**src/rtl/sst_pkg.sv**
```systemverilog
// Shared types and constants of the sorted set table.
`timescale 1ns / 1ps
`default_nettype none
package sst_pkg;

  localparam int DEPTH = 64;
  localparam int KEY_W = 32;
  localparam int IDX_W = $clog2(DEPTH);
  localparam int CNT_W = $clog2(DEPTH + 1);
  localparam int CMD_W = 2;
  localparam int KEY_PORT_W = 32;
  localparam int STATUS_W = 2;
  localparam int POS_W = 7;

  typedef enum logic [CMD_W-1:0] {
    CMD_LOOKUP = 2'd0,
    CMD_INSERT = 2'd1,
    CMD_DELETE = 2'd2,
    CMD_CLEAR  = 2'd3
  } sst_cmd_e;

  typedef enum logic [STATUS_W-1:0] {
    STS_OK   = 2'd0,
    STS_MISS = 2'd1,
    STS_FULL = 2'd2
  } sst_status_e;

  typedef enum logic [1:0] {
    OP_HOLD = 2'd0,
    OP_INS  = 2'd1,
    OP_DEL  = 2'd2
  } sst_op_e;

  typedef enum logic [2:0] {
    S_IDLE,
    S_CMP,
    S_SRCH,
    S_APPLY,
    S_RESP
  } sst_state_e;

  // Broadcast from the controller to every cell of the row.
  typedef struct packed {
    sst_op_e          op;
    logic [CNT_W-1:0] pos;
    logic [CNT_W-1:0] cnt;
    logic [KEY_W-1:0] key;
    logic             sgn;
  } sst_ctl_t;

endpackage
`default_nettype wire

```
**src/rtl/sst_ctrl.sv**
```systemverilog
// Sequencer: handshakes, binary search over the cell flags, entry count and result register.
`timescale 1ns / 1ps
`default_nettype none
module sst_ctrl (
  input  wire logic                          clk_i,
  input  wire logic                          rst_ni,
  input  wire logic                          in_valid_i,
  output logic                               in_stall_o,
  input  wire logic [sst_pkg::CMD_W-1:0]     cmd_i,
  input  wire logic [sst_pkg::KEY_PORT_W-1:0] key_i,
  output logic                               out_valid_o,
  input  wire logic                          out_stall_i,
  output logic [sst_pkg::STATUS_W-1:0]       status_o,
  output logic [sst_pkg::POS_W-1:0]          position_o,
  output logic [sst_pkg::POS_W-1:0]          entry_count_o,
  input  wire logic                          cfg_valid_i,
  output logic                               cfg_ready_o,
  input  wire logic                          cfg_data_i,
  input  wire logic [sst_pkg::DEPTH-1:0]     lt_i,
  input  wire logic [sst_pkg::DEPTH-1:0]     eq_i,
  output sst_pkg::sst_ctl_t                  ctl_o
);
  import sst_pkg::*;

  sst_state_e       state_q, state_d;
  sst_cmd_e         cmd_q, cmd_d;
  logic [KEY_W-1:0] key_q, key_d;
  logic [CNT_W-1:0] lo_q, lo_d, hi_q, hi_d, count_q, count_d;
  logic             hit_q, hit_d;
  logic             sgn_q;
  sst_status_e      status_q, status_d;
  logic             out_valid_q, out_valid_d;
  sst_status_e      out_status_q;
  logic [CNT_W-1:0] out_pos_q, out_cnt_q;
  logic             in_acc, out_load, done;
  logic [CNT_W:0]   sum;
  logic [CNT_W-1:0] mid;
  logic [IDX_W-1:0] midx;
  logic             ins_ok, del_ok;

  assign in_acc = in_valid_i && !in_stall_o;
  assign out_load = (state_q == S_RESP) && (!out_valid_q || !out_stall_i);

  // One probe of the search per cycle; mid is below hi, so it always names a cell.
  assign sum  = {1'b0, lo_q} + {1'b0, hi_q};
  assign mid  = sum[CNT_W:1];
  assign midx = mid[IDX_W-1:0];
  assign done = (lo_q >= hi_q) || hit_q;

  assign ins_ok = (cmd_q == CMD_INSERT) && !hit_q && (count_q < CNT_W'(DEPTH));
  assign del_ok = (cmd_q == CMD_DELETE) && hit_q;

  // Next state.
  always_comb begin
    state_d = state_q;
    case (state_q)
      S_IDLE: begin
        if (in_acc) begin
          state_d = (sst_cmd_e'(cmd_i) == CMD_CLEAR) ? S_RESP : S_CMP;
        end
      end
      S_CMP:   state_d = S_SRCH;
      S_SRCH:  if (done) state_d = S_APPLY;
      S_APPLY: state_d = S_RESP;
      S_RESP:  if (out_load) state_d = S_IDLE;
      default: state_d = S_IDLE;
    endcase
  end

  // Datapath registers.
  always_comb begin
    cmd_d    = cmd_q;
    key_d    = key_q;
    lo_d     = lo_q;
    hi_d     = hi_q;
    hit_d    = hit_q;
    count_d  = count_q;
    status_d = status_q;
    case (state_q)
      S_IDLE: begin
        if (in_acc) begin
          cmd_d    = sst_cmd_e'(cmd_i);
          key_d    = key_i[KEY_W-1:0];
          lo_d     = '0;
          hi_d     = count_q;
          hit_d    = 1'b0;
          status_d = STS_OK;
          if (sst_cmd_e'(cmd_i) == CMD_CLEAR) begin
            count_d = '0;
          end
        end
      end
      S_SRCH: begin
        if (!done) begin
          if (lt_i[midx]) begin
            hi_d = mid;
          end else if (eq_i[midx]) begin
            hit_d = 1'b1;
            lo_d  = mid;
          end else begin
            lo_d = mid + CNT_W'(1);
          end
        end
      end
      S_APPLY: begin
        case (cmd_q)
          CMD_LOOKUP: status_d = hit_q ? STS_OK : STS_MISS;
          CMD_INSERT: begin
            if (hit_q) begin
              status_d = STS_MISS;
            end else if (!ins_ok) begin
              status_d = STS_FULL;
            end else begin
              status_d = STS_OK;
              count_d  = count_q + CNT_W'(1);
            end
          end
          CMD_DELETE: begin
            if (del_ok) begin
              status_d = STS_OK;
              count_d  = count_q - CNT_W'(1);
            end else begin
              status_d = STS_MISS;
            end
          end
          default: status_d = STS_OK;
        endcase
      end
      default: ;
    endcase
  end

  // Outputs toward the cells and the input side.
  always_comb begin
    in_stall_o = (state_q != S_IDLE);
    ctl_o.op   = OP_HOLD;
    ctl_o.pos  = lo_q;
    ctl_o.cnt  = count_q;
    ctl_o.key  = key_q;
    ctl_o.sgn  = sgn_q;
    case (state_q)
      S_APPLY: begin
        if (ins_ok) begin
          ctl_o.op = OP_INS;
        end else if (del_ok) begin
          ctl_o.op = OP_DEL;
        end
      end
      default: ctl_o.op = OP_HOLD;
    endcase
  end

  always_comb begin
    out_valid_d = out_valid_q;
    if (out_load) begin
      out_valid_d = 1'b1;
    end else if (out_valid_q && !out_stall_i) begin
      out_valid_d = 1'b0;
    end
  end

  always_ff @(posedge clk_i or negedge rst_ni) begin
    if (!rst_ni) begin
      state_q     <= S_IDLE;
      count_q     <= '0;
      sgn_q       <= 1'b0;
      out_valid_q <= 1'b0;
      hit_q       <= 1'b0;
      lo_q        <= '0;
      hi_q        <= '0;
    end else begin
      state_q     <= state_d;
      count_q     <= count_d;
      out_valid_q <= out_valid_d;
      hit_q       <= hit_d;
      lo_q        <= lo_d;
      hi_q        <= hi_d;
      if (cfg_valid_i && cfg_ready_o) begin
        sgn_q <= cfg_data_i;
      end
    end
  end

  always_ff @(posedge clk_i) begin
    cmd_q    <= cmd_d;
    key_q    <= key_d;
    status_q <= status_d;
    if (out_load) begin
      out_status_q <= status_q;
      out_pos_q    <= lo_q;
      out_cnt_q    <= count_q;
    end
  end

  assign cfg_ready_o   = 1'b1;
  assign out_valid_o   = out_valid_q;
  assign status_o      = out_status_q;
  assign position_o    = POS_W'(out_pos_q);
  assign entry_count_o = POS_W'(out_cnt_q);

endmodule
`default_nettype wire

```
**config.mk**
```make
export PLATFORM = sky130hd
export DESIGN_NAME = sst_ctrl
export DESIGN_NICKNAME = d
export VERILOG_FILES = /design/src/rtl/sst_pkg.sv /design/src/rtl/sst_ctrl.sv
export SDC_FILE = /design/constraint.sdc
export NUM_CORES = 1
export LEC_CHECK = 0
export BUFFER_PORTS_ARGS = -buffer_cell sky130_fd_sc_hd__clkbuf_2
export CORE_ASPECT_RATIO = 0.6
export CORE_UTILIZATION = 35
export DETAILED_ROUTE_END_ITERATION = 6
export HOLD_SLACK_MARGIN = 0.1
export PLACE_DENSITY_LB_ADDON = 0.1
export SLEW_MARGIN = 20
export SYNTH_ARGS = -nofsm -noshare
export SYNTH_HDL_FRONTEND = slang
export SYNTH_SLANG_ARGS = --single-unit
export TNS_END_PERCENT = 100
```
**constraint.sdc**
```tcl
create_clock -name clk_i -period 4.2 [get_ports clk_i]
set_input_delay 0.84 -clock clk_i [delete_from_list [all_inputs] [get_ports clk_i]]
set_output_delay 0.84 -clock clk_i [all_outputs]
set_load 0.02 [all_outputs]
```
==> reports/results.tsv <==
metric	value	unit
status	finished, final reports clean	
vias in the first global route	3901	
Post-Syn Instances	386	
die height	93.94	um
layout cell share with drive strength beyond 1	47.54	%
Worst Hold Class	reg -> reg	
worst-skew pair later-pin latency	0.33	ns
post-layout min period	3.718	ns
Initial DRT Pass Iterations	6	
Hold Vio Cnt, Final	0	
Synth Area in Adders	6.902	%
WL/cell	15.41	um
Comb pwr share	60.3	%
HP Start	status_q[1]$_SDFFCE_PN0P_	
Startpoint Class	register	
GRT busiest layer	met2	
Root Driver	clkbuf_16	
main area contributors after synthesis	edfxtp_1 (32%), dfrtp_1 (14%), mux2i_1 (8.7%)	
ANT cells	0	
fmax	268.9	MHz
IO Pins	236	
reg-to-reg critical path startpoint	hi_q[0]$_DFFE_PN0P_	
largest net degree at the start of global routing	36	
DP Wirelength	10.20	mm
Pint	0.002850	W
Synth Area in Compound Gates	8.500	%
Max VDD drop	0.2287	mV
Starting DRT DRC Count	176	
vias	4029	
CTS max path bufs	2	
clock network power share	14.1	%
reg2reg end	lo_q[4]$_DFFE_PN0P_	
final std cells w/o fill	821	
FF/Latch Area	2237	um^2
initial antenna violation count	0	
Setup-failing EPs final	0	
fraction of registers with async set/reset	34.18	%
H-tree depth	3	
Switching Share	41.80	%
RSZ-0062 raised after global routing	no	
Clock transition at path regs	0.06	ns
Die Span X	155.2	um
# DRC	0	
Reg power frac	25.6	%
Post-synth top cells	edfxtp_1 (52), mux2i_1 (43), nand2_1 (32)	
synthesized cell area	4931	um^2
power per cell area	739.0	nW/um^2
crit share post-route	88.53	%
final design area excluding fillers	6626	um^2
post-synthesis sequential area ratio	45.37	%
area grow syn2layout	34.38	%
WS Path Type	reg -> reg	
Slew @ Worst Pin	0.9618	ns
count of state elements after synthesis	79	
worst reg2reg path depth	12	
row count	33	
Vias/cell	4.907	
Routed Antenna Nets	0	
Inst Count DP	802	
setup tns final	0	ns
post-synth top area share	31.67	%
Mapped Avg Cell Area	12.77	um^2
crit path max fanout	15	
max_slew headroom	35.88	%
WP data required	4.45	ns
DIE AREA	14580	um^2
count leader, synth	edfxtp_1	
Worst Skew	0.004164	ns
Ys Warns	0	
grt total ovfl	0	
core box area	13710	um^2
grt met3 use	4.197	%
Leakage	3.120	nW
mux cell area share after synthesis	23.88	%
Hold EP	status_o[1]$_DFFE_PP_	
GRT met1 Usage	25.75	%
Maximum Capacitance Violations	0	
total wire length	12.65	mm
starting density of the core	35.97	%
Critical Path End Type	register	
area leader, netlist	edfxtp_1	
Pins Over Slew Limit	0	
Post-synth EDFFs	52	
Post-Synth Simple-Gate Area	9.059	%
FF-to-FF setup slack	0.48	ns
Yosys cell types	58	
clk sinks	79	
# fillers	1275	
total track usage	17.73	%
Post-CTS Hold Buffers	0	
hold path depth	0	
largest family of logic cells by synthesized area	multiplexers	
GP Congestion	0.7944	
cts bufs inserted	9	
Psw	0.002047	W
area of the multi-input gates	2541	um^2
number of port buffers	234	
WP data arrival	3.96	ns
grt met2 use	26.91	%
dominant synthesized flop cell	edfxtp_1	
CTS tree	yes	
nets	818	
Placed Area	6317	um^2
first-pass GRT wire length	19.71	mm
post-synthesis xor/xnor area fraction	2.690	%
net count after synthesis	580	
==> cell type report <==
type                            count  area share (%)
Tap cell                          192           3.625
Sequential cell                    79           33.76
Multi-Input combinational cell    270           38.35
Clock buffer                       10           3.455
Inverter                           18           1.020
Clock inverter                      6          0.5665
Timing Repair Buffer              246           19.22
==> cell usage in the layout (no fill, tap or decap), types with 11 or more instances in the layout <==
master / count
ha_1: 24
edfxtp_1: 52
nand2_1: 32
nor2_1: 23
buf_4: 11
mux4_2: 17
inv_1: 17
dfrtp_1: 27
clkbuf_2: 234
a21oi_1: 12
mux2i_1: 43
==> worst max path at each step <==
stage               depth (start not counted)                 from                  end
finish                                     12  hi_q[0]$_DFFE_PN0P_  lo_q[4]$_DFFE_PN0P_
floorplan                                  12  lo_q[0]$_DFFE_PN0P_  hi_q[0]$_DFFE_PN0P_
CTS                                        11  hi_q[0]$_DFFE_PN0P_  lo_q[4]$_DFFE_PN0P_
detailed placement                         11  hi_q[0]$_DFFE_PN0P_  lo_q[1]$_DFFE_PN0P_
global placement                           11  hi_q[0]$_DFFE_PN0P_  hi_q[0]$_DFFE_PN0P_
global route                               12  hi_q[0]$_DFFE_PN0P_  lo_q[3]$_DFFE_PN0P_
==> metrics by stage <==
| stage | util (%) | hold slack, ns | setup slack, ns | total power [W] |
|---|---|---|---|---|
| 2_1_floorplan | - | 0.4003 | 0.5596 | 0.003477 |
| 3_3_place_gp | 46.08 | 0.4056 | 0.3188 | 0.004154 |
| 3_5_place_dp | 46.08 | 0.4045 | 0.2150 | 0.004198 |
| 4_1_cts | 48.03 | 0.4231 | 0.1874 | 0.004915 |
| 5_1_grt | 48.34 | 0.4317 | 0.2967 | 0.005268 |
| 6_report | 48.34 | 0.4194 | 0.4818 | 0.004897 |
==> logic make-up after synthesis <==
group,count (synthesis)
other,1
adder cells (fa/ha/maj),26
flip-flops,79
AO/OA/AOI/OAI,58
XOR/XNOR,13
AND/OR/NAND/NOR,92
multiplexers,80
buffers and inverters,37
==> critical path, stage by stage, from the launching register on <==
cell and delay, ns:
dfrtp_1 0.39, ha_1 0.22, fa_2 0.35, nor2b_1 0.20, o31ai_4 0.38, xor2_4 0.19, buf_12 0.16, mux4_1 0.28
mux4_1 0.52, mux2i_1 0.16, mux2_4 0.20, and2_1 0.33, mux2i_1 0.23
==> state kept, by name (all words and copies together) (netlist names) <==
signal and flops:
status_o 2, cmd_q 2, hi_q 7, sgn_q 1
status_q 2, state_q 3, out_valid_o 1, key_q 32
lo_q 7, position_o 7, hit_q 1, entry_count_o 7
count_q 7
==> repair_timing <==
item / CTS / global route
buffers inserted: 0 / 3
resized for setup: 0 / 0
endpoints found under the setup margin: 0 / 2
==> power groups by stage <==
stage / Sequential [W] / Clock, W / Combinational [W]
final: 0.00125 / 0.000691 / 0.00295
after detailed placement: 0.00127 / 0 / 0.00293
after floorplan: 0.00138 / 0 / 0.00209
after global placement: 0.00126 / 0 / 0.00290
after global routing: 0.00128 / 0.000756 / 0.00323
after CTS: 0.00125 / 0.000720 / 0.00294
==> metal layers <==
layer  vias up  routed length (um)
met5         -                   0
met4         0                  63
met3         4                 729
met2       134                5597
met1      1936                6263
li1       1955                   -
Note: power is estimated with default switching activity, not from simulation.
