===== src/rtl/sst_pkg.sv =====
// Shared types and constants of the sorted set table.
`timescale 1ns / 1ps
`default_nettype none
package sst_pkg;

  localparam int DEPTH = 64;
  localparam int KEY_W = 32;
  localparam int IDX_W = $clog2(DEPTH);
  localparam int CNT_W = $clog2(DEPTH + 1);
  localparam int CMD_W = 2;
  localparam int KEY_PORT_W = 32;
  localparam int STATUS_W = 2;
  localparam int POS_W = 7;

  typedef enum logic [CMD_W-1:0] {
    CMD_LOOKUP = 2'd0,
    CMD_INSERT = 2'd1,
    CMD_DELETE = 2'd2,
    CMD_CLEAR  = 2'd3
  } sst_cmd_e;

  typedef enum logic [STATUS_W-1:0] {
    STS_OK   = 2'd0,
    STS_MISS = 2'd1,
    STS_FULL = 2'd2
  } sst_status_e;

  typedef enum logic [1:0] {
    OP_HOLD = 2'd0,
    OP_INS  = 2'd1,
    OP_DEL  = 2'd2
  } sst_op_e;

  typedef enum logic [2:0] {
    S_IDLE,
    S_CMP,
    S_SRCH,
    S_APPLY,
    S_RESP
  } sst_state_e;

  // Broadcast from the controller to every cell of the row.
  typedef struct packed {
    sst_op_e          op;
    logic [CNT_W-1:0] pos;
    logic [CNT_W-1:0] cnt;
    logic [KEY_W-1:0] key;
    logic             sgn;
  } sst_ctl_t;

endpackage
`default_nettype wire


===== src/rtl/sst_cell.sv =====
// One table entry: key register, neighbor shift and compare against the request key.
`timescale 1ns / 1ps
`default_nettype none
module sst_cell (
  input  wire logic                    clk_i,
  input  wire sst_pkg::sst_ctl_t       ctl_i,
  input  wire logic [sst_pkg::IDX_W-1:0] idx_i,
  input  wire logic [sst_pkg::KEY_W-1:0] prev_key_i,
  input  wire logic [sst_pkg::KEY_W-1:0] next_key_i,
  output logic [sst_pkg::KEY_W-1:0]      key_o,
  output logic                           lt_o,
  output logic                           eq_o
);
  import sst_pkg::*;

  logic [KEY_W-1:0] key_q, key_d;
  logic [KEY_W-1:0] flip;
  logic [KEY_W-1:0] want, have;
  logic [CNT_W-1:0] idx_w, idx_nx;
  logic             lt_q, eq_q;

  assign idx_w  = CNT_W'(idx_i);
  assign idx_nx = idx_w + CNT_W'(1);

  always_comb begin
    key_d = key_q;
    case (ctl_i.op)
      OP_INS: begin
        if (idx_w == ctl_i.pos) begin
          key_d = ctl_i.key;
        end else if (idx_w > ctl_i.pos && idx_w <= ctl_i.cnt) begin
          key_d = prev_key_i;
        end
      end
      OP_DEL: begin
        if (idx_w >= ctl_i.pos && idx_nx < ctl_i.cnt) begin
          key_d = next_key_i;
        end
      end
      default: key_d = key_q;
    endcase
  end

  // Flipping the sign bit maps two's complement order onto unsigned order.
  assign flip = KEY_W'(ctl_i.sgn) << (KEY_W - 1);
  assign want = ctl_i.key ^ flip;
  assign have = key_q ^ flip;

  always_ff @(posedge clk_i) begin
    key_q <= key_d;
    lt_q  <= want < have;
    eq_q  <= want == have;
  end

  assign key_o = key_q;
  assign lt_o  = lt_q;
  assign eq_o  = eq_q;

endmodule
`default_nettype wire


===== config.mk =====
export PLATFORM = sky130hd
export DESIGN_NAME = sst_cell
export DESIGN_NICKNAME = d
export VERILOG_FILES = /design/src/rtl/sst_pkg.sv /design/src/rtl/sst_cell.sv
export SDC_FILE = /design/constraint.sdc
export NUM_CORES = 1
export LEC_CHECK = 0
export BUFFER_PORTS_ARGS = -buffer_cell sky130_fd_sc_hd__buf_2
export CAP_MARGIN = 30
export CELL_PAD_IN_SITES_DETAIL_PLACEMENT = 1
export CELL_PAD_IN_SITES_GLOBAL_PLACEMENT = 2
export CORE_ASPECT_RATIO = 0.8
export CORE_MARGIN = 1
export CORE_UTILIZATION = 28
export CTS_BUF_LIST = sky130_fd_sc_hd__clkbuf_4 sky130_fd_sc_hd__clkbuf_8 sky130_fd_sc_hd__clkbuf_16
export CTS_CLUSTER_DIAMETER = 40
export CTS_CLUSTER_SIZE = 20
export DETAILED_ROUTE_END_ITERATION = 12
export PLACE_DENSITY = 0.93
export SYNTH_ARGS = -nofsm -noshare
export SYNTH_HDL_FRONTEND = slang
export SYNTH_SLANG_ARGS = --single-unit

===== constraint.sdc =====
create_clock -name clk_i -period 16.4 [get_ports clk_i]
set_clock_uncertainty 0.2 [all_clocks]
set_input_delay 3.28 -clock clk_i [delete_from_list [all_inputs] [get_ports clk_i]]
set_output_delay 3.28 -clock clk_i [all_outputs]
set_load 0.02 [all_outputs]

==> report_table.html, run 1 <==
<table>
<tr><th>Metric</th><th>Value</th></tr>
<tr><th colspan="2">Outcome</th></tr>
<tr><td>Run status</td><td>finished clean</td></tr>
<tr><th colspan="2">Power and ir drop</th></tr>
<tr><td>Pwr Total</td><td>0.000342 W</td></tr>
<tr><td>Standby leakage power</td><td>2.03 nW</td></tr>
<tr><td>Power density of the placed cells</td><td>82.1 nW/um^2</td></tr>
<tr><td>Peak ir drop on the vdd network</td><td>46.1 uV</td></tr>
<tr><th colspan="2">Synth</th></tr>
<tr><td>Post-Synth Adder-Cell Area</td><td>0.221</td></tr>
<tr><td>Synthesis Warnings</td><td>0</td></tr>
<tr><td>Flip-flop and latch count after synthesis</td><td>34</td></tr>
<tr><td>Post-synth cell types</td><td>35</td></tr>
<tr><td>Average footprint of a synthesized cell</td><td>9.31 um^2</td></tr>
<tr><td>Share of flip-flops with an asynchronous set or reset</td><td>0</td></tr>
<tr><td>Share of the synthesized area in compound gates (AO/OA/AOI/OAI)</td><td>0.133</td></tr>
<tr><td>Register area share after synthesis</td><td>0.327</td></tr>
<tr><td>Most instantiated flip-flop cell in the synthesis netlist</td><td>sky130_fd_sc_hd__edfxtp_1</td></tr>
<tr><td>Combinational family with the most area after synthesis</td><td>adder cells</td></tr>
<tr><td>Number of flops mapped to enable cells by yosys</td><td>32</td></tr>
<tr><td>Number of nets produced by synthesis</td><td>503</td></tr>
<tr><td>Cell count after synthesis</td><td>329</td></tr>
<tr><td>Post-synthesis share of cell area spent on and, or, nand and nor gates</td><td>0.122</td></tr>
<tr><td>XOR/XNOR Fraction of Synth Area</td><td>0.0172</td></tr>
<tr><td>Mapped Area</td><td>3060 um^2</td></tr>
<tr><td>Share of synthesized area spent on multiplexers</td><td>0.105</td></tr>
<tr><th colspan="2">Floorplan</th></tr>
<tr><td># rows</td><td>33</td></tr>
<tr><td>Horiz. Die Dim</td><td>119 um</td></tr>
<tr><td>Die area</td><td>11400 um^2</td></tr>
<tr><td>Num ports</td><td>154</td></tr>
<tr><td>Initial Utilization</td><td>0.293</td></tr>
<tr><td>Placeable core region</td><td>10400 um^2</td></tr>
<tr><td>Die boundary height</td><td>95.6 um</td></tr>
<tr><th colspan="2">Final layout</th></tr>
<tr><td>Number of nets in the finished design</td><td>657</td></tr>
<tr><td>Number of filler cells placed in the layout</td><td>1275</td></tr>
<tr><td>Core utilization of the finished layout</td><td>0.398</td></tr>
<tr><td>Area added between synthesis and finish</td><td>35.9%</td></tr>
<tr><td>Leading cell type in the layout, fill and taps excluded</td><td>sky130_fd_sc_hd__buf_2</td></tr>
<tr><td>Area occupied by registers</td><td>1000 um^2</td></tr>
<tr><td>Fraction of final layout cells with drive strength greater than 1</td><td>0.351</td></tr>
<tr><td>Leading cell types in the layout, fill and taps excluded</td><td>sky130_fd_sc_hd__buf_2 (153), sky130_fd_sc_hd__ha_1 (53), sky130_fd_sc_hd__inv_1 (46)</td></tr>
<tr><td>Multi-input gate area in the final layout</td><td>1840 um^2</td></tr>
<tr><td>Antenna cells</td><td>0</td></tr>
<tr><th colspan="2">Placement</th></tr>
<tr><td>Routability-driven placement congestion ratio</td><td>0.810</td></tr>
<tr><td>Worst setup timing slack at the placement stage</td><td>10.23 ns</td></tr>
<tr><td>Input/output buffers</td><td>153</td></tr>
<tr><td>DP HPWL</td><td>7700 um</td></tr>
<tr><th colspan="2">Timing</th></tr>
<tr><td>Setup repair after global routing missed its margin</td><td>false</td></tr>
<tr><td>Worst setup margin</td><td>10.58 ns</td></tr>
<tr><td>Slew at the pin closest to its max-slew limit</td><td>0.665 ns</td></tr>
<tr><td>Final period util</td><td>0.355</td></tr>
<tr><td>Setup Viol. Count Final</td><td>0</td></tr>
<tr><td>Final Max Slew Viols</td><td>0</td></tr>
<tr><td>Fmax achieved</td><td>0.172 GHz</td></tr>
<tr><td>Setup tns final</td><td>0 ns</td></tr>
<tr><td>Max-slew headroom at the worst pin</td><td>0.556</td></tr>
<tr><td>Fin crit period</td><td>5.82 ns</td></tr>
<tr><td>Hold Fails Final Rpt</td><td>0</td></tr>
<tr><th colspan="2">Clock tree</th></tr>
<tr><td>Deepest clock path buffer count</td><td>2</td></tr>
<tr><td>CTS Hold Buffers Added</td><td>0</td></tr>
<tr><td>Clock input transition at the sequential cells of the worst setup and hold paths</td><td>0.06 ns</td></tr>
<tr><td>Source-to-sink clock delay at the later pin of the worst-skew pair</td><td>0.28 ns</td></tr>
<tr><td>Clock buffer count from CTS</td><td>5</td></tr>
<tr><td>TritonCTS clock tree</td><td>done</td></tr>
<tr><td>Postcts setup bufs</td><td>0</td></tr>
<tr><td># resized after CTS</td><td>0</td></tr>
<tr><td># clock sinks</td><td>34</td></tr>
<tr><td>CTS H-tree lvls</td><td>2</td></tr>
<tr><td>Clock root buffer</td><td>sky130_fd_sc_hd__clkbuf_16</td></tr>
<tr><th colspan="2">Worst hold path</th></tr>
<tr><td>Worst min-delay path category</td><td>register to register</td></tr>
<tr><th colspan="2">Critical path</th></tr>
<tr><td>Highest cell delay on the worst timing path</td><td>0.58 ns</td></tr>
<tr><td>Top fanout value on the critical path</td><td>18</td></tr>
<tr><td>Crit path buf inv count</td><td>3</td></tr>
<tr><td>Critical path cell sequence</td><td>buf_2 -&gt; ha_1 -&gt; nand4b_1 -&gt; nor2_4 -&gt; buf_4 -&gt; a211oi_1 -&gt; nor4_2 -&gt; buf_4</td></tr>
<tr><td>Cell occurring most often along the worst timing path</td><td>sky130_fd_sc_hd__buf_4</td></tr>
<tr><td>CP max stage cell</td><td>sky130_fd_sc_hd__nor2_4</td></tr>
<tr><td>Critical path startpoint category</td><td>input pin</td></tr>
<tr><td>Crit path capture type</td><td>register</td></tr>
<tr><td>Worst Setup Path Type</td><td>input pin to register</td></tr>
<tr><td>Largest delay share family, worst path</td><td>simple AND/OR/NAND/NOR gates</td></tr>
<tr><td>Critical path arrival</td><td>5.59 ns</td></tr>
<tr><td>Required time of the worst setup path</td><td>16.16 ns</td></tr>
<tr><th colspan="2">Global routing</th></tr>
<tr><td>Remaining global-route overflow</td><td>0</td></tr>
<tr><td>Antenna violations before repair</td><td>2</td></tr>
<tr><td>Number of global-route vias before repair</td><td>3101</td></tr>
<tr><td>First-pass GRT wire length</td><td>14700 um</td></tr>
<tr><td>Aggregate global-route resource usage</td><td>0.163</td></tr>
<tr><td>Pin count of the biggest net entering global routing</td><td>37</td></tr>
<tr><th colspan="2">Route</th></tr>
<tr><td>Routed via count</td><td>2893</td></tr>
<tr><td>Met2 WL post-DR</td><td>4030 um</td></tr>
<tr><td>Remaining antenna violation count</td><td>0</td></tr>
<tr><td>Routed length per placed instance</td><td>14.3 um</td></tr>
<tr><td>Mean number of vias per cell</td><td>4.64</td></tr>
<tr><td>Top metal layer carrying routed signals</td><td>met5</td></tr>
<tr><td>Met3 wire len</td><td>589 um</td></tr>
<tr><td>Routed metal-1 wirelength</td><td>4180 um</td></tr>
<tr><td>Drc violations</td><td>0</td></tr>
<tr><td>Drt first pass iters</td><td>4</td></tr>
<tr><td>Final Routed Wirelength</td><td>8900 um</td></tr>
<tr><td>Initial drt markers</td><td>46</td></tr>
<tr><th colspan="2">Run</th></tr>
<tr><td>Max-capacitance violation count</td><td>0</td></tr>
</table>
-- metal layers --
metal	GRT usage	vias to the layer above
li1	-	1476
met1	0.203	1304
met2	0.284	100
met3	0.0401	11
met4	0.0422	2
met5	0	-
-- final cells by class --
| cell class | instances | share of cell area |
|---|---|---|
| well taps | 140 | 0.0421 |
| clock inverters | 2 | 0.00812 |
| repair buffers | 157 | 0.194 |
| clock buffers | 6 | 0.0319 |
| flip-flops and latches | 34 | 0.241 |
| inverters | 46 | 0.0415 |
| multi-input cells | 239 | 0.442 |
-- synth_stat cells, drive strengths merged, types with 2 or more instances --
| master | count | area [um^2] |
|---|---|---|
| clkbuf | 7 | 26.3 |
| nor4 | 3 | 18.8 |
| buf | 3 | 33.8 |
| xnor2 | 4 | 35.0 |
| a21oi | 15 | 82.6 |
| nand4 | 5 | 31.3 |
| mux2i | 32 | 320 |
| a221oi | 2 | 17.5 |
| and3 | 2 | 12.5 |
| edfxtp | 32 | 961 |
| inv | 46 | 173 |
| nor2b | 4 | 25.0 |
| o21ai | 40 | 200 |
| dfxtp | 2 | 40.0 |
| a221o | 2 | 20.0 |
| nand3 | 7 | 35.0 |
| and4 | 3 | 26.3 |
| xor2 | 2 | 17.5 |
| ha | 54 | 676 |
| nand2 | 40 | 150 |
| a21o | 5 | 37.5 |
| o21a | 2 | 15.0 |
| nor2 | 8 | 37.5 |
-- registers in the layout, indices dropped and copies added, names as in the netlist --
| register | flops |
|---|---|
| lt_o | 1 |
| key_o | 32 |
| eq_o | 1 |
-- per-stage QoR --
step / cells / area, um^2 / hold WS (ns)
6_report: 624 / 4160 / 0.520
5_1_grt: 624 / 4160 / 0.567
4_1_cts: 624 / 4160 / 0.523
3_5_place_dp: 616 / 4000 / 0.503
3_3_place_gp: 615 / 3980 / 0.504
2_1_floorplan: 329 / 3060 / 0.580
-- report_power, final --
part           total, W  internal, W  switching, W
Sequential     0.000119     0.000112    0.00000693
Combinational  0.000115    0.0000480     0.0000673
Clock          0.000107    0.0000728     0.0000345
Total          0.000342     0.000233      0.000109
-- worst paths after layout --
path              from         to  slack (ns)  depth (start not counted)
min           key_o[0]       eq_o        0.52                          3
max reg2reg  key_o[25]       lt_o       14.33                          7
max           idx_i[4]  key_o[24]       10.58                          8
min reg2reg   key_o[0]       eq_o        0.52                          3
-- worst reg2reg max path, cell delays in order, from the launching register on --
cell and delay (ns):
sky130_fd_sc_hd__edfxtp_1 0.39, sky130_fd_sc_hd__inv_1 0.07, sky130_fd_sc_hd__ha_1 0.23, sky130_fd_sc_hd__a21o_1 0.19, sky130_fd_sc_hd__a221o_1 0.31, sky130_fd_sc_hd__a221oi_1 0.38, sky130_fd_sc_hd__o21ai_1 0.12, sky130_fd_sc_hd__a21oi_1 0.12
-- kinds of logic after synthesis --
kind of cell               Yosys count
and+or+nand+nor                     77
adders and majority gates           54
buffers and inverters               56
DFF                                 34
AOI/OAI and AO/OA                   70
muxes                               32
xor gates and xnor gates             6
(Power assumes the default switching activity.)
==> run 2: changes to the inputs <==
--- a/config.mk
+++ b/config.mk
@@ -11,12 +11,12 @@
 export CELL_PAD_IN_SITES_GLOBAL_PLACEMENT = 2
 export CORE_ASPECT_RATIO = 0.8
 export CORE_MARGIN = 1
-export CORE_UTILIZATION = 28
+export CORE_UTILIZATION = 23
 export CTS_BUF_LIST = sky130_fd_sc_hd__clkbuf_4 sky130_fd_sc_hd__clkbuf_8 sky130_fd_sc_hd__clkbuf_16
 export CTS_CLUSTER_DIAMETER = 40
 export CTS_CLUSTER_SIZE = 20
 export DETAILED_ROUTE_END_ITERATION = 12
-export PLACE_DENSITY = 0.93
+export PLACE_DENSITY = 0.82
 export SYNTH_ARGS = -nofsm -noshare
 export SYNTH_HDL_FRONTEND = slang
 export SYNTH_SLANG_ARGS = --single-unit
==> constraint.sdc (replaced) <==
create_clock -name clk_i -period 5.08 [get_ports clk_i]
set_clock_uncertainty 0.2 [all_clocks]
set_input_delay 1.016 -clock clk_i [delete_from_list [all_inputs] [get_ports clk_i]]
set_output_delay 1.016 -clock clk_i [all_outputs]
set_load 0.02 [all_outputs]
==> run 2 against run 1 <==
Against the previous run:
- critical path depth fell by 1
- die area increased by 21%
- routed wire length grew 7.3%
==> report_table.html, run 2 (same netlist as run 1, synthesis figures left out) <==
<table>
<tr><th>Metric</th><th>Value</th></tr>
<tr><th colspan="2">Route</th></tr>
<tr><td>Remaining antenna violation count</td><td>0 (unchanged)</td></tr>
<tr><td>Mean number of vias per cell</td><td>4.45 (-4.0%)</td></tr>
<tr><td>Drt first pass iters</td><td>4 (unchanged)</td></tr>
<tr><td>Final Routed Wirelength</td><td>9550 um (+7.3%)</td></tr>
<tr><td>Initial drt markers</td><td>54 (+17%)</td></tr>
<tr><td>Routed via count</td><td>2938 (+1.6%)</td></tr>
<tr><td>Drc violations</td><td>0 (unchanged)</td></tr>
<tr><td>Routed length per placed instance</td><td>14.5 um (+1.5%)</td></tr>
<tr><th colspan="2">Floorplan</th></tr>
<tr><td>Placeable core region</td><td>12900 um^2 (+24%)</td></tr>
<tr><td>Die area</td><td>13800 um^2 (+21%)</td></tr>
<tr><td>Num ports</td><td>154 (unchanged)</td></tr>
<tr><td>Horiz. Die Dim</td><td>131 um (+10%)</td></tr>
<tr><td># rows</td><td>37 (+12%)</td></tr>
<tr><td>Initial Utilization</td><td>0.237 (-0.0561)</td></tr>
<tr><td>Die boundary height</td><td>105 um (+10%)</td></tr>
<tr><th colspan="2">Placement</th></tr>
<tr><td>Routability-driven placement congestion ratio</td><td>0.747 (-7.9%)</td></tr>
<tr><td>DP HPWL</td><td>8090 um (+5.1%)</td></tr>
<tr><td>Input/output buffers</td><td>153 (unchanged)</td></tr>
<tr><th colspan="2">Critical path</th></tr>
<tr><td>Crit path buf inv count</td><td>2 (-1)</td></tr>
<tr><td>Crit path capture type</td><td>register</td></tr>
<tr><td>Critical path startpoint category</td><td>input pin</td></tr>
<tr><td>Required time of the worst setup path</td><td>4.84 ns (-11.32 ns)</td></tr>
<tr><td>CP max stage cell</td><td>sky130_fd_sc_hd__nor2_4</td></tr>
<tr><td>Top fanout value on the critical path</td><td>19 (+1)</td></tr>
<tr><td>Highest cell delay on the worst timing path</td><td>0.62 ns (+0.04 ns)</td></tr>
<tr><td>Worst Setup Path Type</td><td>input pin to register</td></tr>
<tr><td>Critical path cell sequence</td><td>buf_2 -&gt; ha_1 -&gt; nand4b_1 -&gt; nor2_4 -&gt; a211oi_1 -&gt; nor4_4 -&gt; buf_4</td></tr>
<tr><td>Critical path arrival</td><td>3.05 ns (-2.54 ns)</td></tr>
<tr><td>Largest delay share family, worst path</td><td>simple AND/OR/NAND/NOR gates</td></tr>
<tr><th colspan="2">Global routing</th></tr>
<tr><td>First-pass GRT wire length</td><td>15100 um (+3.1%)</td></tr>
<tr><td>Number of global-route vias before repair</td><td>3163 (+2.0%)</td></tr>
<tr><td>Antenna violations before repair</td><td>1 (-1)</td></tr>
<tr><td>Pin count of the biggest net entering global routing</td><td>35 (-5.4%)</td></tr>
<tr><td>Remaining global-route overflow</td><td>0 (unchanged)</td></tr>
<tr><td>Aggregate global-route resource usage</td><td>0.143 (-0.0207)</td></tr>
<tr><th colspan="2">Worst hold path</th></tr>
<tr><td>Worst min-delay path category</td><td>register to register</td></tr>
<tr><th colspan="2">Timing</th></tr>
<tr><td>Setup repair after global routing missed its margin</td><td>false</td></tr>
<tr><td>Hold Fails Final Rpt</td><td>0 (unchanged)</td></tr>
<tr><td>Setup tns final</td><td>0 ns (unchanged)</td></tr>
<tr><td>Fin crit period</td><td>3.30 ns</td></tr>
<tr><td>Worst hold slack</td><td>0.510 ns (-0.00926 ns)</td></tr>
<tr><td>Max-slew headroom at the worst pin</td><td>0.520 (-0.0359)</td></tr>
<tr><td>Final period util</td><td>0.649</td></tr>
<tr><td>Final Max Slew Viols</td><td>0 (unchanged)</td></tr>
<tr><td>Fmax achieved</td><td>0.303 GHz</td></tr>
<tr><td>Slew at the pin closest to its max-slew limit</td><td>0.718 ns (+0.0537 ns)</td></tr>
<tr><td>Setup Viol. Count Final</td><td>0 (unchanged)</td></tr>
<tr><th colspan="2">Final layout</th></tr>
<tr><td>Area added between synthesis and finish</td><td>37.4%</td></tr>
<tr><td>Fraction of final layout cells with drive strength greater than 1</td><td>0.353 (+0.00207)</td></tr>
<tr><td>Leading cell type in the layout, fill and taps excluded</td><td>sky130_fd_sc_hd__buf_2</td></tr>
<tr><td>Max reg flops</td><td>32 (unchanged)</td></tr>
<tr><td>Number of nets in the finished design</td><td>657 (unchanged)</td></tr>
<tr><td>Leading cell types in the layout, fill and taps excluded</td><td>sky130_fd_sc_hd__buf_2 (153), sky130_fd_sc_hd__ha_1 (53), sky130_fd_sc_hd__inv_1 (46)</td></tr>
<tr><th colspan="2">Run</th></tr>
<tr><td>Max-capacitance violation count</td><td>0 (unchanged)</td></tr>
<tr><th colspan="2">Clock tree</th></tr>
<tr><td>Deepest clock path buffer count</td><td>2 (unchanged)</td></tr>
<tr><td>Clock buffer count from CTS</td><td>5 (unchanged)</td></tr>
<tr><td>Clock input transition at the sequential cells of the worst setup and hold paths</td><td>0.06 ns (about the same)</td></tr>
<tr><td>Source-to-sink clock delay at the later pin of the worst-skew pair</td><td>0.28 ns (about the same)</td></tr>
<tr><td>CTS H-tree lvls</td><td>2 (unchanged)</td></tr>
<tr><td>Postcts setup bufs</td><td>0 (unchanged)</td></tr>
<tr><td># resized after CTS</td><td>0 (unchanged)</td></tr>
<tr><td>CTS Hold Buffers Added</td><td>0 (unchanged)</td></tr>
<tr><td># clock sinks</td><td>34 (unchanged)</td></tr>
<tr><td>TritonCTS clock tree</td><td>done</td></tr>
<tr><td>Clock root buffer</td><td>sky130_fd_sc_hd__clkbuf_16</td></tr>
<tr><th colspan="2">Outcome</th></tr>
<tr><td>Run status</td><td>finished clean</td></tr>
<tr><th colspan="2">Power and ir drop</th></tr>
<tr><td>Peak ir drop on the vdd network</td><td>122 uV (+160%)</td></tr>
<tr><td>Standby leakage power</td><td>2.03 nW (about the same)</td></tr>
<tr><td>Power density of the placed cells</td><td>266 nW/um^2 (+220%)</td></tr>
</table>
run 2: cell types whose count changed in the layout (fill, tap and decap cells not counted), sizes merged:
| cell | delta |
|---|---|
| clkinv | -1 |
| diode | +1 |
| clkbuf | +1 |
run 2: cell type report:
cell class | instances | area (um^2)
antenna | 1 | 2.50
clock buffer | 7 | 140
clock inverter | 1 | 30.0
fill | 1541 | 8710
inverter | 46 | 173
multi-input combinational | 239 | 1850
sequential | 34 | 1000
tap | 175 | 219
timing repair buffer | 157 | 796
run 2: routing by layer:
layer / wire length [um] / track usage
met5: 0 / 0
met4: 84 / 0.0296
met3: 623 / 0.0381
met2: 4420 / 0.245
met1: 4420 / 0.177
run 2: path summary, 6_finish.rpt:
kind | startpoint | endpoint | slack [ns] | depth (start not counted)
max | idx_i[4] | key_o[10] | 1.78 | 7
min | key_o[0] | eq_o | 0.51 | 3
max reg2reg | key_o[14] | lt_o | 2.95 | 7
min reg2reg | key_o[0] | eq_o | 0.51 | 3
run 2: worst min-delay path, cell delays in order (launching register included):
cell,delay (ns)
sky130_fd_sc_hd__edfxtp_1,0.35
sky130_fd_sc_hd__ha_1,0.13
sky130_fd_sc_hd__nand4_1,0.09
sky130_fd_sc_hd__nor2_1,0.10
run 2: metrics by stage:
step | setup WS, ns | instances | total power, W | area, um^2 | utilization
global route | 1.65 | 659 | 0.00120 | 4210 | 0.326
detailed placement | 1.45 | 651 | 0.000771 | 4040 | 0.312
CTS | 1.75 | 659 | 0.00114 | 4210 | 0.326
floorplan | 0.479 | 329 | 0.000608 | 3070 | -
finish | 1.78 | 660 | 0.00112 | 4210 | 0.326
global placement | 1.54 | 651 | 0.000754 | 4040 | 0.312
run 2: report_power, final:
| part | internal (W) | switching (W) |
|---|---|---|
| combinational | 0.000154 | 0.000218 |
| sequential | 0.000362 | 0.0000233 |
| clock | 0.000243 | 0.000118 |
==> run 3: changes to the inputs <==
==> constraint.sdc (replaced) <==
create_clock -name clk_i -period 2.9 [get_ports clk_i]
set_clock_uncertainty 0.2 [all_clocks]
set_input_delay 0.58 -clock clk_i [delete_from_list [all_inputs] [get_ports clk_i]]
set_output_delay 0.58 -clock clk_i [all_outputs]
set_load 0.02 [all_outputs]
==> run 3 against run 2 <==
Against the previous run:
- non-clock buffer count rose by 6
- setup slack got worse by 1.7 ns
- final cell count rose by 0.91%
- sequential share of layout area fell by 0.16 points
- via count fell by 0.54%
- global-route usage fell by 0.18 points
- worst hold slack got worse by 0.12 ns
- critical endpoint is now key_o[15]
- highest routed layer unchanged
==> report_table.html, run 3 (same netlist as run 1, synthesis figures left out) <==
<table>
<tr><th>Metric</th><th>Value</th></tr>
<tr><th colspan="2">Outcome</th></tr>
<tr><td>Run status</td><td>finished clean</td></tr>
<tr><th colspan="2">Worst hold path</th></tr>
<tr><td>Worst min-delay path category</td><td>input pin to register</td></tr>
<tr><th colspan="2">Timing</th></tr>
<tr><td>Final period util</td><td>0.969</td></tr>
<tr><td>Setup tns final</td><td>0 ns (unchanged)</td></tr>
<tr><td>Setup repair after global routing missed its margin</td><td>true</td></tr>
<tr><td>Max-slew headroom at the worst pin</td><td>0.689 (+0.169)</td></tr>
<tr><td>Final Max Slew Viols</td><td>0 (unchanged)</td></tr>
<tr><td>Hold Fails Final Rpt</td><td>0 (unchanged)</td></tr>
<tr><td>Slew at the pin closest to its max-slew limit</td><td>0.463 ns (-0.256 ns)</td></tr>
<tr><td>Worst setup margin</td><td>0.0892 ns (-1.69 ns)</td></tr>
<tr><td>Worst hold slack</td><td>0.392 ns (-0.118 ns)</td></tr>
<tr><td>Fmax achieved</td><td>0.356 GHz</td></tr>
<tr><td>Setup Viol. Count Final</td><td>0 (unchanged)</td></tr>
<tr><td>Fin crit period</td><td>2.81 ns</td></tr>
<tr><th colspan="2">Floorplan</th></tr>
<tr><td>Horiz. Die Dim</td><td>131 um (unchanged)</td></tr>
<tr><td>Num ports</td><td>154 (unchanged)</td></tr>
<tr><td>Die area</td><td>13800 um^2 (unchanged)</td></tr>
<tr><td>Initial Utilization</td><td>0.237 (unchanged)</td></tr>
<tr><td>Placeable core region</td><td>12900 um^2 (unchanged)</td></tr>
<tr><td>Die boundary height</td><td>105 um (unchanged)</td></tr>
<tr><td># rows</td><td>37 (unchanged)</td></tr>
<tr><th colspan="2">Critical path</th></tr>
<tr><td>Critical path arrival</td><td>2.57 ns (-0.48 ns)</td></tr>
<tr><td>Highest cell delay on the worst timing path</td><td>0.32 ns (-0.30 ns)</td></tr>
<tr><td>Critical path cell sequence</td><td>buf_2 -&gt; ha_4 -&gt; xor2_1 -&gt; ha_1 -&gt; o21ai_1 -&gt; a21oi_1 -&gt; o31ai_1 -&gt; a21oi_1 -&gt; nor4_4 -&gt; buf_4</td></tr>
<tr><td>Worst Setup Path Type</td><td>input pin to register</td></tr>
<tr><td>Crit path capture type</td><td>register</td></tr>
<tr><td>Critical path startpoint category</td><td>input pin</td></tr>
<tr><td>Flop-to-flop setup slack</td><td>0.72 ns (-2.23 ns)</td></tr>
<tr><td>Required time of the worst setup path</td><td>2.66 ns (-2.18 ns)</td></tr>
<tr><td>CP max stage cell</td><td>sky130_fd_sc_hd__nor4_4</td></tr>
<tr><td>Top fanout value on the critical path</td><td>16 (-3)</td></tr>
<tr><td>Cell occurring most often along the worst timing path</td><td>sky130_fd_sc_hd__a21oi_1</td></tr>
<tr><th colspan="2">Clock tree</th></tr>
<tr><td>Clock buffer count from CTS</td><td>5 (unchanged)</td></tr>
<tr><td>Clock input transition at the sequential cells of the worst setup and hold paths</td><td>0.06 ns (about the same)</td></tr>
<tr><td>Deepest clock path buffer count</td><td>2 (unchanged)</td></tr>
<tr><td>Postcts setup bufs</td><td>0 (unchanged)</td></tr>
<tr><td>TritonCTS clock tree</td><td>done</td></tr>
<tr><td>Clock root buffer</td><td>sky130_fd_sc_hd__clkbuf_16</td></tr>
<tr><td>Source-to-sink clock delay at the later pin of the worst-skew pair</td><td>0.27 ns (about the same)</td></tr>
<tr><td>CTS H-tree lvls</td><td>2 (unchanged)</td></tr>
<tr><td># clock sinks</td><td>34 (unchanged)</td></tr>
<tr><th colspan="2">Global routing</th></tr>
<tr><td>Most Used Layer, Global Route</td><td>met2</td></tr>
<tr><td>Antenna violations before repair</td><td>1 (unchanged)</td></tr>
<tr><td>First-pass GRT wire length</td><td>15000 um (-0.50%)</td></tr>
<tr><td>Aggregate global-route resource usage</td><td>0.141 (-0.00180)</td></tr>
<tr><td>Met2 demand-to-capacity share in global routing</td><td>0.250 (+0.00529)</td></tr>
<tr><td>Remaining global-route overflow</td><td>0 (unchanged)</td></tr>
<tr><td>Met1 GRT Util</td><td>0.174 (-0.00304)</td></tr>
<tr><td>Number of global-route vias before repair</td><td>3191 (+0.89%)</td></tr>
<tr><td>GR Layer Usage met3</td><td>0.0320 (-0.00609)</td></tr>
<tr><td>Pin count of the biggest net entering global routing</td><td>33 (-5.7%)</td></tr>
<tr><th colspan="2">Final layout</th></tr>
<tr><td>Area added between synthesis and finish</td><td>38.3%</td></tr>
<tr><td>Leading cell type in the layout, fill and taps excluded</td><td>sky130_fd_sc_hd__buf_2</td></tr>
<tr><td>Number of nets in the finished design</td><td>663 (+0.91%)</td></tr>
<tr><td>Max reg flops</td><td>32 (unchanged)</td></tr>
<tr><td>Summed area of non-filler cells in the final layout</td><td>4240 um^2 (+0.68%)</td></tr>
<tr><td>Leading cell types in the layout, fill and taps excluded</td><td>sky130_fd_sc_hd__buf_2 (153), sky130_fd_sc_hd__ha_1 (52), sky130_fd_sc_hd__inv_1 (46)</td></tr>
<tr><td>Fraction of final layout cells with drive strength greater than 1</td><td>0.361 (+0.00792)</td></tr>
<tr><th colspan="2">Route</th></tr>
<tr><td>Mean number of vias per cell</td><td>4.39 (-1.4%)</td></tr>
<tr><td>Drt first pass iters</td><td>4 (unchanged)</td></tr>
<tr><td>Final Routed Wirelength</td><td>9480 um (-0.73%)</td></tr>
<tr><td>Initial drt markers</td><td>90 (+67%)</td></tr>
<tr><td>Routed via count</td><td>2922 (-0.54%)</td></tr>
<tr><td>Drc violations</td><td>0 (unchanged)</td></tr>
<tr><td>Routed length per placed instance</td><td>14.2 um (-1.6%)</td></tr>
<tr><td>Remaining antenna violation count</td><td>0 (unchanged)</td></tr>
<tr><th colspan="2">Placement</th></tr>
<tr><td>Input/output buffers</td><td>153 (unchanged)</td></tr>
<tr><td>DP HPWL</td><td>8290 um (+2.4%)</td></tr>
<tr><td>Worst setup timing slack at the placement stage</td><td>-0.208 ns (-1.66 ns)</td></tr>
<tr><td>Routability-driven placement congestion ratio</td><td>0.786 (+5.3%)</td></tr>
<tr><td>Area after detailed placement</td><td>4090 um^2 (+1.4%)</td></tr>
<tr><th colspan="2">Power and ir drop</th></tr>
<tr><td>Power density of the placed cells</td><td>437 nW/um^2 (+64%)</td></tr>
<tr><td>Peak ir drop on the vdd network</td><td>175 uV (+44%)</td></tr>
<tr><td>Standby leakage power</td><td>2.04 nW (+0.59%)</td></tr>
<tr><th colspan="2">Run</th></tr>
<tr><td>Max-capacitance violation count</td><td>0 (unchanged)</td></tr>
</table>
run 3: cell types whose count changed in the layout (fill, tap and decap cells not counted), sizes merged:
cell and delta:
clkinvlp +1, bufinv -1, clkinv +2, buf +6, clkbuf -2
run 3: worst max-delay path, delay by kind of cell:
kind / cells / cell delay [ns]
AOI/OAI and AO/OA: 4 / 0.65
adders and majority gates: 2 / 0.46
buffers and inverters: 2 / 0.42
and+or+nand+nor: 1 / 0.32
xor gates and xnor gates: 1 / 0.14
run 3: layer usage:
metal | vias up | wire length (um)
li1 | 1493 | -
met1 | 1339 | 4300
met2 | 88 | 4530
met3 | 2 | 615
met4 | 0 | 30
met5 | - | 0
run 3: power by group:
part	switching (W)	total (W)	internal, W
clock	0.000201	0.000514	0.000313
combinational	0.000388	0.000664	0.000275
sequential	0.0000383	0.000672	0.000633
run 3: area by class of cell:
class                           count  area [um^2]
Antenna cell                        1         2.50
Clock buffer                        5          125
Clock inverter                      3         16.3
Fill cell                        1572         8680
Inverter                           46          173
Multi-Input combinational cell    239         1860
Sequential cell                    34         1000
Tap cell                          175          219
Timing Repair Buffer              163          841
run 3: path summary, 6_finish.rpt:
kind,startpoint,end,depth (start not counted)
setup / recovery,idx_i[0],key_o[15],10
hold / removal,next_key_i[27],key_o[27],3
setup reg to reg,key_o[25],lt_o,7
hold reg to reg,key_o[0],eq_o,3
run 3: per-stage QoR:
| stage | std cells | power (W) | utilization |
|---|---|---|---|
| 2_1_floorplan | 329 | 0.00107 | - |
| 3_3_place_gp | 657 | 0.00133 | 0.317 |
| 3_5_place_dp | 657 | 0.00136 | 0.317 |
| 4_1_cts | 665 | 0.00189 | 0.328 |
| 5_1_grt | 665 | 0.00199 | 0.328 |
| 6_report | 666 | 0.00185 | 0.328 |
run 3: timing repair:
action / CTS / global route
resized for setup: 0 / 0
endpoints found under the setup margin: 0 / 32
hold buffers: 0 / 0
